<file path="config.mk">
export PLATFORM = sky130hd
export DESIGN_NAME = counter_sample_time_accumulator
export DESIGN_NICKNAME = d
export VERILOG_FILES = /design/src/rtl/core/csta_pkg.sv /design/src/rtl/core/csta_front.sv /design/src/rtl/core/csta_fifo.sv /design/src/rtl/core/csta_div1k.sv /design/src/rtl/core/csta_back.sv /design/src/rtl/core/counter_sample_time_accumulator.sv
export SDC_FILE = /design/constraint.sdc
export NUM_CORES = 2
export LEC_CHECK = 0
export BUFFER_PORTS_ARGS = -buffer_cell sky130_fd_sc_hd__buf_2
export CAP_MARGIN = 5
export CORE_MARGIN = 2
export CORE_UTILIZATION = 50
export DETAILED_ROUTE_END_ITERATION = 10
export GPL_TIMING_DRIVEN = 0
export PLACE_DENSITY = 0.77
export SETUP_SLACK_MARGIN = 0.05
export SLEW_MARGIN = 5
export SYNTH_ARGS = -nofsm -noshare
export SYNTH_HDL_FRONTEND = slang
export SYNTH_SLANG_ARGS = --single-unit
</file>
<file path="constraint.sdc">
create_clock -name clock -period 7.25 [get_ports clock]
set_input_delay 0.725 -clock clock [delete_from_list [all_inputs] [get_ports clock]]
set_output_delay 0.725 -clock clock [all_outputs]
set_load 0.05 [all_outputs]
</file>
<file path="src/rtl/core/csta_pkg.sv">
`default_nettype none
package csta_pkg;

   localparam int SAMPLE_W = 16;
   localparam int UPT_W    = 10;
   localparam int PROD_W   = 26;
   localparam int QUO_W    = 17;
   localparam int PART_W   = 10;
   localparam int SEC_W    = 32;
   localparam int CSR_AW   = 3;
   localparam int CSR_DW   = 32;

   // register select is paddr[2]
   localparam logic CSR_IDX_US_PER_TICK = 1'b0;
   localparam logic CSR_IDX_RELOAD      = 1'b1;

   localparam logic [UPT_W-1:0]    US_PER_TICK_RST   = 10'd1;
   localparam logic [SAMPLE_W-1:0] RELOAD_PERIOD_RST = 16'hFFFF;

   localparam logic [PART_W-1:0] PART_MOD = 10'd1000;

   // floor(2^30 / 1000); estimate is exact or one low for inputs below 2^26
   localparam int                DIV_SHIFT = 30;
   localparam int                RECIP_W   = 21;
   localparam logic [RECIP_W-1:0] DIV_RECIP = 21'd1073741;

   typedef struct packed {
      logic                func;
      logic [SAMPLE_W-1:0] counter_sample;
   } csta_req_type;

   typedef struct packed {
      logic [SEC_W-1:0]  seconds_now;
      logic [PART_W-1:0] millis_now;
      logic [PART_W-1:0] micros_now;
   } csta_rsp_type;

   typedef struct packed {
      logic                push;
      logic [SAMPLE_W-1:0] delta;
   } csta_delta_type;

endpackage
`default_nettype wire

</file>
<file path="src/rtl/core/csta_front.sv">
`default_nettype none
module csta_front import csta_pkg::*; (
   input  wire logic                clock,
   input  wire logic                reset,
   input  wire logic                req_push,
   input  wire csta_req_type        req_data,
   input  wire logic                q_full,
   input  wire logic [SAMPLE_W-1:0] reload_period,
   output      csta_delta_type      dq
);

   logic [SAMPLE_W-1:0] prev_ff, prev_in;
   logic                accept;
   logic [SAMPLE_W-1:0] add_term;

   always_comb begin
      accept   = req_push && !q_full;
      add_term = req_data.func ? reload_period : '0;
      prev_in  = accept ? req_data.counter_sample : prev_ff;
      dq.push  = accept;
      // tick delta wraps at 16 bits
      dq.delta = req_data.counter_sample - prev_ff + add_term;
   end

   always_ff @(posedge clock) begin
      if (reset) begin
         prev_ff <= '0;
      end else begin
         prev_ff <= prev_in;
      end
   end

endmodule
`default_nettype wire

</file>
<file path="src/rtl/core/csta_fifo.sv">
`default_nettype none
module csta_fifo import csta_pkg::*; (
   input  wire logic                clock,
   input  wire logic                reset,
   input  wire csta_delta_type      dq,
   input  wire logic                pop,
   output      logic                full,
   output      logic                empty,
   output      logic [SAMPLE_W-1:0] rdata
);

   localparam int DEPTH = 4;
   localparam int PTR_W = 2;

   logic [SAMPLE_W-1:0] slot_ff [DEPTH];
   logic [PTR_W-1:0]    wptr_ff, wptr_in, rptr_ff, rptr_in;
   logic [PTR_W:0]      cnt_ff, cnt_in;
   logic                do_pop;

   always_comb begin
      full    = (cnt_ff == (PTR_W+1)'(DEPTH));
      empty   = (cnt_ff == '0);
      rdata   = slot_ff[rptr_ff];
      do_pop  = pop && !empty;
      wptr_in = dq.push ? wptr_ff + 1'b1 : wptr_ff;
      rptr_in = do_pop ? rptr_ff + 1'b1 : rptr_ff;
      cnt_in  = cnt_ff + (PTR_W+1)'(dq.push) - (PTR_W+1)'(do_pop);
   end

   always_ff @(posedge clock) begin
      if (dq.push) begin
         slot_ff[wptr_ff] <= dq.delta;
      end
   end

   always_ff @(posedge clock) begin
      if (reset) begin
         wptr_ff <= '0;
         rptr_ff <= '0;
         cnt_ff  <= '0;
      end else begin
         wptr_ff <= wptr_in;
         rptr_ff <= rptr_in;
         cnt_ff  <= cnt_in;
      end
   end

endmodule
`default_nettype wire

</file>
<file path="src/rtl/core/csta_div1k.sv">
`default_nettype none
module csta_div1k import csta_pkg::*; (
   input  wire logic              clock,
   input  wire logic              en,
   input  wire logic [PROD_W-1:0] x,
   output      logic [QUO_W-1:0]  q,
   output      logic [PART_W-1:0] r
);

   logic [PROD_W+RECIP_W-1:0] est_full;
   logic [QUO_W-1:0]          est_ff, est_in;
   logic [PROD_W-1:0]         x_ff;
   logic [QUO_W-1:0]          q_ff, q_in;
   logic [PART_W-1:0]         r_ff, r_in;
   logic [PROD_W-1:0]         back_mul;
   logic [PART_W:0]           rem;
   logic                      fix;

   always_comb begin
      est_full = {{RECIP_W{1'b0}}, x} * {{PROD_W{1'b0}}, DIV_RECIP};
      est_in   = est_full[DIV_SHIFT +: QUO_W];
      back_mul = PROD_W'(est_ff) * PROD_W'(PART_MOD);
      // true remainder is below 2000, so 11 bits carry it exactly
      rem      = x_ff[PART_W:0] - back_mul[PART_W:0];
      fix      = (rem >= (PART_W+1)'(PART_MOD));
      q_in     = est_ff + QUO_W'(fix);
      r_in     = fix ? PART_W'(rem - (PART_W+1)'(PART_MOD)) : rem[PART_W-1:0];
      q        = q_ff;
      r        = r_ff;
   end

   always_ff @(posedge clock) begin
      if (en) begin
         est_ff <= est_in;
         x_ff   <= x;
         q_ff   <= q_in;
         r_ff   <= r_in;
      end
   end

endmodule
`default_nettype wire

</file>
<file path="src/rtl/core/csta_back.sv">
`default_nettype none
module csta_back import csta_pkg::*; (
   input  wire logic                clock,
   input  wire logic                reset,
   input  wire logic                q_empty,
   input  wire logic [SAMPLE_W-1:0] q_data,
   output      logic                q_pop,
   input  wire logic [UPT_W-1:0]    us_per_tick,
   input  wire logic                rsp_pop,
   output      logic                rsp_empty,
   output      csta_rsp_type        rsp_data
);

   logic                adv;
   logic [4:0]          vld_ff, vld_in;
   logic [PROD_W-1:0]   prod_ff, prod_in;
   logic [QUO_W-1:0]    qa;
   logic [PART_W-1:0]   ra;
   logic [QUO_W-1:0]    qb;
   logic [PART_W-1:0]   rb;
   logic [PART_W-1:0]   ra_d1_ff, ra_d2_ff;
   logic                out_vld_ff, out_vld_in;
   logic [PART_W-1:0]   micro_ff, micro_in, milli_ff, milli_in;
   logic [SEC_W-1:0]    sec_ff, sec_in;
   logic [PART_W:0]     us_sum, ms_sum;
   logic                c_us, c_ms;

   // whole pipeline moves in lockstep; it holds while a result waits
   always_comb begin
      adv    = !out_vld_ff || rsp_pop;
      q_pop  = adv && !q_empty;
      vld_in = {vld_ff[3:0], !q_empty};
      prod_in = {{(PROD_W-SAMPLE_W){1'b0}}, q_data} *
                {{(PROD_W-UPT_W){1'b0}}, us_per_tick};
   end

   // product split into ms and us, then ms split into s and ms
   csta_div1k u_div_us (
      .clock (clock),
      .en    (adv),
      .x     (prod_ff),
      .q     (qa),
      .r     (ra)
   );

   csta_div1k u_div_ms (
      .clock (clock),
      .en    (adv),
      .x     ({{(PROD_W-QUO_W){1'b0}}, qa}),
      .q     (qb),
      .r     (rb)
   );

   always_comb begin
      us_sum   = {1'b0, micro_ff} + {1'b0, ra_d2_ff};
      c_us     = (us_sum >= (PART_W+1)'(PART_MOD));
      ms_sum   = {1'b0, milli_ff} + {1'b0, rb} + (PART_W+1)'(c_us);
      c_ms     = (ms_sum >= (PART_W+1)'(PART_MOD));
      micro_in = c_us ? PART_W'(us_sum - (PART_W+1)'(PART_MOD)) : us_sum[PART_W-1:0];
      milli_in = c_ms ? PART_W'(ms_sum - (PART_W+1)'(PART_MOD)) : ms_sum[PART_W-1:0];
      sec_in   = sec_ff + SEC_W'(qb) + SEC_W'(c_ms);
      out_vld_in = adv ? vld_ff[4] : out_vld_ff;

      rsp_empty            = !out_vld_ff;
      rsp_data.seconds_now = sec_ff;
      rsp_data.millis_now  = milli_ff;
      rsp_data.micros_now  = micro_ff;
   end

   always_ff @(posedge clock) begin
      if (adv) begin
         prod_ff  <= prod_in;
         ra_d1_ff <= ra;
         ra_d2_ff <= ra_d1_ff;
      end
   end

   always_ff @(posedge clock) begin
      if (reset) begin
         vld_ff     <= '0;
         out_vld_ff <= 1'b0;
         micro_ff   <= '0;
         milli_ff   <= '0;
         sec_ff     <= '0;
      end else begin
         out_vld_ff <= out_vld_in;
         if (adv) begin
            vld_ff <= vld_in;
            if (vld_ff[4]) begin
               micro_ff <= micro_in;
               milli_ff <= milli_in;
               sec_ff   <= sec_in;
            end
         end
      end
   end

endmodule
`default_nettype wire

</file>
<file path="src/rtl/core/counter_sample_time_accumulator.sv">
// A result reaches the rsp_ ports once its item has passed the delta queue
// and then the multiply/divide-by-1000 pipeline.
// Throughput: 1 item per cycle; the back pipeline holds while a result waits.
// Reset: synchronous; time and last sample clear to zero, us_per_tick to 1,
// reload_period to 65535; no clearing pass.
`default_nettype none
module counter_sample_time_accumulator import csta_pkg::*; (
   input  wire logic              clock,
   input  wire logic              reset,
   input  wire logic              req_push,
   output      logic              req_full,
   input  wire csta_req_type      req_data,
   output      logic              rsp_empty,
   input  wire logic              rsp_pop,
   output      csta_rsp_type      rsp_data,
   input  wire logic              csr_psel,
   input  wire logic              csr_penable,
   input  wire logic              csr_pwrite,
   input  wire logic [CSR_AW-1:0] csr_paddr,
   input  wire logic [CSR_DW-1:0] csr_pwdata,
   output      logic [CSR_DW-1:0] csr_prdata,
   output      logic              csr_pready
);

   logic [UPT_W-1:0]    upt_ff, upt_in;
   logic [SAMPLE_W-1:0] reload_ff, reload_in;
   logic                csr_wr;
   csta_delta_type      dq;
   logic                q_pop, q_empty;
   logic [SAMPLE_W-1:0] q_data;

   // low address bits are the byte offset
   always_comb begin
      csr_pready = 1'b1;
      csr_wr     = csr_psel && csr_penable && csr_pwrite;
      upt_in     = upt_ff;
      reload_in  = reload_ff;
      case (csr_paddr[2])
         CSR_IDX_US_PER_TICK: begin
            csr_prdata = {{(CSR_DW-UPT_W){1'b0}}, upt_ff};
            if (csr_wr) upt_in = csr_pwdata[UPT_W-1:0];
         end
         default: begin
            csr_prdata = {{(CSR_DW-SAMPLE_W){1'b0}}, reload_ff};
            if (csr_wr) reload_in = csr_pwdata[SAMPLE_W-1:0];
         end
      endcase
   end

   always_ff @(posedge clock) begin
      if (reset) begin
         upt_ff    <= US_PER_TICK_RST;
         reload_ff <= RELOAD_PERIOD_RST;
      end else begin
         upt_ff    <= upt_in;
         reload_ff <= reload_in;
      end
   end

   csta_front u_front (
      .clock         (clock),
      .reset         (reset),
      .req_push      (req_push),
      .req_data      (req_data),
      .q_full        (req_full),
      .reload_period (reload_ff),
      .dq            (dq)
   );

   csta_fifo u_fifo (
      .clock (clock),
      .reset (reset),
      .dq    (dq),
      .pop   (q_pop),
      .full  (req_full),
      .empty (q_empty),
      .rdata (q_data)
   );

   csta_back u_back (
      .clock       (clock),
      .reset       (reset),
      .q_empty     (q_empty),
      .q_data      (q_data),
      .q_pop       (q_pop),
      .us_per_tick (upt_ff),
      .rsp_pop     (rsp_pop),
      .rsp_empty   (rsp_empty),
      .rsp_data    (rsp_data)
   );

endmodule
`default_nettype wire
</file>
Yosys cells after proc, flatten, opt, wreduce, memory -nomap -nowiden --
Memory sizes are Yosys's and may differ from the RTL's. A register that Yosys moved wholly into a read port is not among the register bits. Index checks and enable logic that the tools add are counted.
Cells by class: add/subtract/negate cells 19, multipliers 5, $lt $le $gt $ge 4, eq/ne operators 1, multiplexer cells 10, bitwise logic cells 1, reductions and logical operators 13
Operators by type and width (number):
- multiplier 26 x 21 -> 47 bit, second input constant | 1
- >= comparator 11 x 10 -> 1 bit, second input constant | 4
- two-way mux 10 bit | 4
- subtractor 10 bit, second input constant | 4
- multiplier 17 x 21 -> 38 bit, second input constant | 1
- adder 17 x 1 -> 17 bit | 2
- multiplier 17 x 7 -> 8 bit, second input constant | 2
- adder 32 x 1 -> 32 bit | 1
- adder 32 x 17 -> 32 bit | 1
- two-way mux 16 bit | 2
- multiplier 16 x 10 -> 26 bit | 1
- adder 10 x 10 -> 11 bit | 2
- subtractor 11 bit | 2
- adder 16 bit | 1
- subtractor 16 bit | 1
- adder 11 x 1 -> 11 bit | 1
- AND reduction 2 bit | 3
- logical AND 1 bit | 5
- adder 2 x 1 -> 2 bit, second input constant | 2
- two-way mux 2 bit | 2
- adder 3 x 1 -> 3 bit | 1
- == test 3 bit, second input constant | 1
- zero test 1 bit | 3
- zero test 3 bit | 1
- other kinds (4) | 5
Storage, ports and cells: register bits 263, bits in writable memories 64, input bits 59, output and inout bits 87, word-level logic and storage cells 76, memories kept 1
Memories:
- u_fifo.slot_ff | words 4, bits a word 16, rd ports 1, clocked after memory_dff 1, wr ports 1, RTL line csta_fifo.sv:15 | logic [SAMPLE_W-1:0] slot_ff [DEPTH];

Logic depth before layout (Yosys ltp) --
depth after elaboration 6, mapped depth 29, depth with buffers taken out 27

Hierarchy --
From an unflattened synthesis, not the netlist that was laid out.
Second synthesis, totals: cell total of the unflattened synthesis 3665, area, all modules 37362.1 µm²
By module, submodules not included:
- csta_back | instances 1, cells each 1148, area an instance 10537.6 µm², sequential area each 2542.4 µm²
- csta_div1k at u_back.u_div_ms | instances 1, cells each 1000, area an instance 10418.7 µm², sequential area each 1651.6 µm²
- csta_div1k at u_back.u_div_us | instances 1, cells each 988, area an instance 10348.7 µm², sequential area each 1651.6 µm²
- csta_fifo | instances 1, cells each 129, area an instance 2815.2 µm², sequential area each 2102.0 µm²
- csta_front | instances 1, cells each 249, area an instance 1830.5 µm², sequential area each 320.3 µm²
- counter_sample_time_accumulator | instances 1, cells each 151, area an instance 1411.4 µm², sequential area each 520.5 µm²

Worst setup path after synthesis --
OpenSTA, ideal clock, no wires.
path kind register to register, start point register u_back.micro_ff[0], end point register u_back.sec_ff[29], data arrival time 6.825 ns, data required time 7.122 ns, path slack 0.297 ns, stages on the path, launching flop included 30, buffers on the path 2, clock period less this slack 6.953 ns, path through dfxtp_1 > ha_1 > fa_1 > a211o_1 > a21o_1 > a211oi_1 > or3_1 > nand2_1 > a31oi_1 > fa_1 > inv_1 > fa_1 > a21o_1 > a41o_1 > or4_4 > and3_4 > nor4_4 > a31oi_4 > inv_1 > fa_1 > a21o_1 > a21o_1 > nand2_1 > a21oi_1 > a41o_1 > clkbuf_1 > clkbuf_1 > nand4_1 > xor2_1 > nor2_1
Between the ends: cells in the longest elaborated chain, start to end 5
Ends and longest elaborated chain:
- start, declared | RTL line csta_back.sv:23 | logic [PART_W-1:0] micro_ff, micro_in, milli_ff, milli_in;
- start signal, assigned | RTL line csta_back.sv:90 | micro_ff <= micro_in;
- adder 10 x 10 -> 11 bit | RTL line csta_back.sv:55 | us_sum = {1'b0, micro_ff} + {1'b0, ra_d2_ff};
- >= comparator 11 x 10 -> 1 bit | RTL line csta_back.sv:56 | c_us = (us_sum >= (PART_W+1)'(PART_MOD));
- adder 11 x 1 -> 11 bit | RTL line csta_back.sv:57 | ms_sum = {1'b0, milli_ff} + {1'b0, rb} + (PART_W+1)'(c_us);
- >= comparator 11 x 10 -> 1 bit | RTL line csta_back.sv:58 | c_ms = (ms_sum >= (PART_W+1)'(PART_MOD));
- adder 32 x 1 -> 32 bit | RTL line csta_back.sv:61 | sec_in = sec_ff + SEC_W'(qb) + SEC_W'(c_ms);
- end signal, assigned | RTL line csta_back.sv:92 | sec_ff <= sec_in;
- end, declared | RTL line csta_back.sv:24 | logic [SEC_W-1:0] sec_ff, sec_in;
Every way passes these cells. A chain may end at the register's enable or synchronous reset.

==> results summary <==
The core region is between 60000 and 70000 sq um. The placer congestion estimate came out at ~0.88. The TritonCTS buffer count came out at 35. The final critical delay including setup and external delays is between 6 and 7 ns.

TritonCTS built the clock tree. The root buffer selected by CTS is clkbuf_16. Detailed routing inserted a total of ~22000 vias.

The worst-case clock skew came out at approximately 0.034 ns. Yosys instantiated no cell more often than inv_1. Summing all multi-input logic gate instances after layout gives about 22000 sq um.

The min-delay analysis places its worst path in the category in -> reg. Counting every instance in the synthesized netlist gives roughly 3100. After floorplanning, the core was divided into between 90 and 100 placement rows. The cts-stage hold buffer count came out at 0.

The worst slew slack as a fraction of its limit came out at 42.8%. The pin count of the biggest net entering global routing came out at 100. The worst setup path is of the reg -> reg kind. Max-cap violations in this run came to 0. The count of endpoints failing hold in the final timing report was 0. The startpoint kind of the worst setup timing path is a register. The width of the chip is ~260 um.

After layout, the worst path uses 94.5% of the clock period. The initial core utilization is between 50% and 60%. After detailed placement, the design holds a cell count of about 4100.

The share of flip-flops with an asynchronous set or reset after synthesis is 0%. Setup repair after global routing left no endpoint under its margin. Across every metal layer, demand over resource in global routing totals a little over a fifth. The area share of the largest cell type after synthesis is 21.9%. The count of input and output buffers came out at around 110.

After detailed routing, the number of vias per cell comes to 5.29. From bottom edge to top edge, the die measures roughly 260 um. The dominant register cell in the synthesized netlist is edfxtp_1.

The Yosys warning count is 0. A synthesized cell averages between 10 and 15 sq um. Summed over all instances, the cell type with the most area after synthesis is ha_1. The number of DRC violations after detailed-routing iteration 0 came out at between 1000 and 1500.

Counting instances in the post-synthesis netlist gives the leading cell types as inv_1 (594), ha_1 (566), fa_1 (332). Clock-pin slew was measured on the worst setup and hold paths at ~0.06 ns. The final antenna-violating net count is 0. The post-placement worst setup slack is -0.839 ns.

The share of post-route cells with drive strength above 1 is under 10%. The maximum count of clock buffers along a single path is 3. By area the synthesized netlist is led by ha_1 (22%), fa_1 (21%), edfxtp_1 (19%), inv_1 (6.9%), dfxtp_1 (6.7%). The run finished with clean final reports.

The number of max-slew violations in the final report came out at 0. The first TritonRoute pass finished after 5 iterations. Summed over all layers, the routed wires come to slightly below 70 mm. The clock latency on the worst-skew pair came out at 0.57 ns. The die covers between 60000 and 70000 sq um. The remaining global-route overflow came out at 0. The sequential fraction of the synthesis area came out at around a quarter.

Timing would allow up to 0.146 GHz. The number of DRC violations after detailed routing came out at 0. The number of antenna violations at the first check in global routing was 2. The I/O pin count came out at approximately 150. The global-route wire length before repair is 113 mm. The detailed-route wire length per cell came out at ~16 um.

The cell area that synthesis handed to floorplanning was 32300 sq um. After synthesis, the netlist uses just under 80 different library cells. The post-layout net count came out at around 4300. Setup violations remaining at the end of the flow were counted as 0.

The sequential standard cell area is 8280 sq um. The H-tree level count is 2. The final cell utilization of the core is around 55%.

The count of placed standard cells in the final layout, fillers left out is around 4200. The via count of the first global-routing pass is ~23000. In this run the worst path has a maximum fanout of 10. Setup slack closes at between 0.3 and 0.4 ns.

The post-synthesis register bit count came out at 312. The synthesized design contains around 200 enable-type register cells. The transition time of the tightest slew-check pin came out at about 0.86 ns.

The number of sinks on the clock net came out at 312. The worst reg-to-reg setup slack came out at slightly below 0.4 ns. The worst hold-check slack came out at roughly 0.38 ns. Fill cells in the final layout number between 5000 and 6000. The area added between synthesis and finish came out at 9.15%. The data required time of the worst path is 7.56 ns.

Detailed placement ended at an HPWL of 54.0 mm. The data arrival time of the critical path is 7.16 ns. The worst setup path is captured at a register.
cells by family (layout without fill, tap and decap cells):
| kind of cell | count (synthesis) | in the layout | synth area share, % |
|---|---|---|---|
| XOR/XNOR | 156 | 156 | 4.27 |
| AND/OR/NAND/NOR | 728 | 728 | 10.9 |
| adder cells (fa/ha/maj) | 898 | 898 | 42.4 |
| AO/OA/AOI/OAI | 351 | 351 | 7.13 |
| flip-flops | 312 | 312 | 25.6 |
| buffers and inverters | 669 | 843 | 8.00 |
| multiplexers | 33 | 33 | 1.69 |
| other | 2 | 18 | 0.0232 |
layer usage:
metal	vias up	share of wire [%]	GRT usage, %
met1	10800	44	27.6
met2	485	49	36.0
met3	104	5.5	3.35
met4	0	2.2	5.80
met5	-	0	0
li1	10800	-	-
sequential cells by signal (all words and copies together), names as in the netlist, 2 cells and up, named ones only:
name,cells
upt_ff,10
u_back.micro_ff,10
u_fifo.rptr_ff,2
reload_ff,16
u_back.u_div_ms.r,10
u_back.ra_d1_ff,10
u_back.u_div_us.x_ff,11
u_back.u_div_ms.x_ff,11
u_fifo.wptr_ff,2
u_back.u_div_ms.q,9
u_back.sec_ff,32
u_back.u_div_ms.est_ff,8
u_fifo.slot_ff,64
u_back.u_div_us.q,17
u_back.ra_d2_ff,10
u_back.vld_ff,5
u_fifo.cnt_ff,3
u_front.prev_ff,16
u_back.milli_ff,10
u_back.u_div_us.est_ff,17
u_back.prod_ff,26
u_back.u_div_us.r,10
metrics by stage:
stage / TNS, ns / area (sq um)
2_1_floorplan: 0 / 32400
3_5_place_dp: -7.82 / 34000
6_report: 0 / 35300
5_1_grt: 0 / 35300
4_1_cts: 0 / 35200
3_3_place_gp: -7.14 / 34000
cell usage in the layout, fill, tap and decap left out, types with 12 or more instances in the layout:
cell type,instances
inv_1,593
ha_1,566
fa_1,332
nand2_1,287
edfxtp_1,203
nor2_1,121
a21oi_1,120
buf_2,109
dfxtp_1,107
xnor2_1,99
and2_1,97
xor2_1,55
nand3_1,53
clkbuf_1,44
o21ai_0,40
clkbuf_16,36
a21o_1,31
nor3_1,30
nand3b_1,24
buf_4,24
a211oi_1,22
nand4_1,21
o21a_1,19
nor2b_1,18
and3_1,17
conb_1,17
mux4_2,16
o21ai_1,15
nand2b_1,12
critical path, stage by stage, from the launching register on:
cell and delay, ns:
dfxtp_4 0.44, buf_6 0.22, mux4_2 0.65, nand2_1 0.14, fa_1 0.45, fa_1 0.56
inv_1 0.07, fa_1 0.50, fa_1 0.52, fa_1 0.49, ha_1 0.26, or3_1 0.38
nor2_1 0.14, o21ai_1 0.17, a2111oi_2 0.49, nor3_1 0.14, or2_1 0.30, o311a_1 0.30
o32ai_1 0.40
final timing paths:
path / from / depth (start not counted) / endpoint
max reg2reg: register / 18 / u_back.prod_ff[24]$_DFFE_PN_
min: csr_pwdata[15] / 3 / reload_ff[15]$_SDFFE_PP1P_
max: register / 18 / u_back.prod_ff[24]$_DFFE_PN_
min reg2reg: u_back.u_div_us.r[4]$_DFFE_PN_ / 0 / u_back.ra_d1_ff[4]$_DFFE_PN_
area by class of cell:
cell class | instances | area share, %
tap | 855 | 3.03
clock inverter | 19 | 0.517
timing repair buffer | 113 | 1.69
buffer | 73 | 1.03
multi-input combinational | 2183 | 61.2
inverter | 594 | 6.33
antenna | 1 | 0.00709
clock buffer | 44 | 2.76
sequential | 312 | 23.5
timing repair:
| action | 4_1_cts | 5_1_grt |
|---|---|---|
| gates resized for setup | 10 | 14 |
| pin swaps | 0 | 3 |
| setup buffers | 0 | 4 |
| setup endpoints to repair | 28 | 27 |
Power is left out: the tool's default activity adds up to more than one toggle a clock period on the data nets, which glitch-free logic cannot reach.
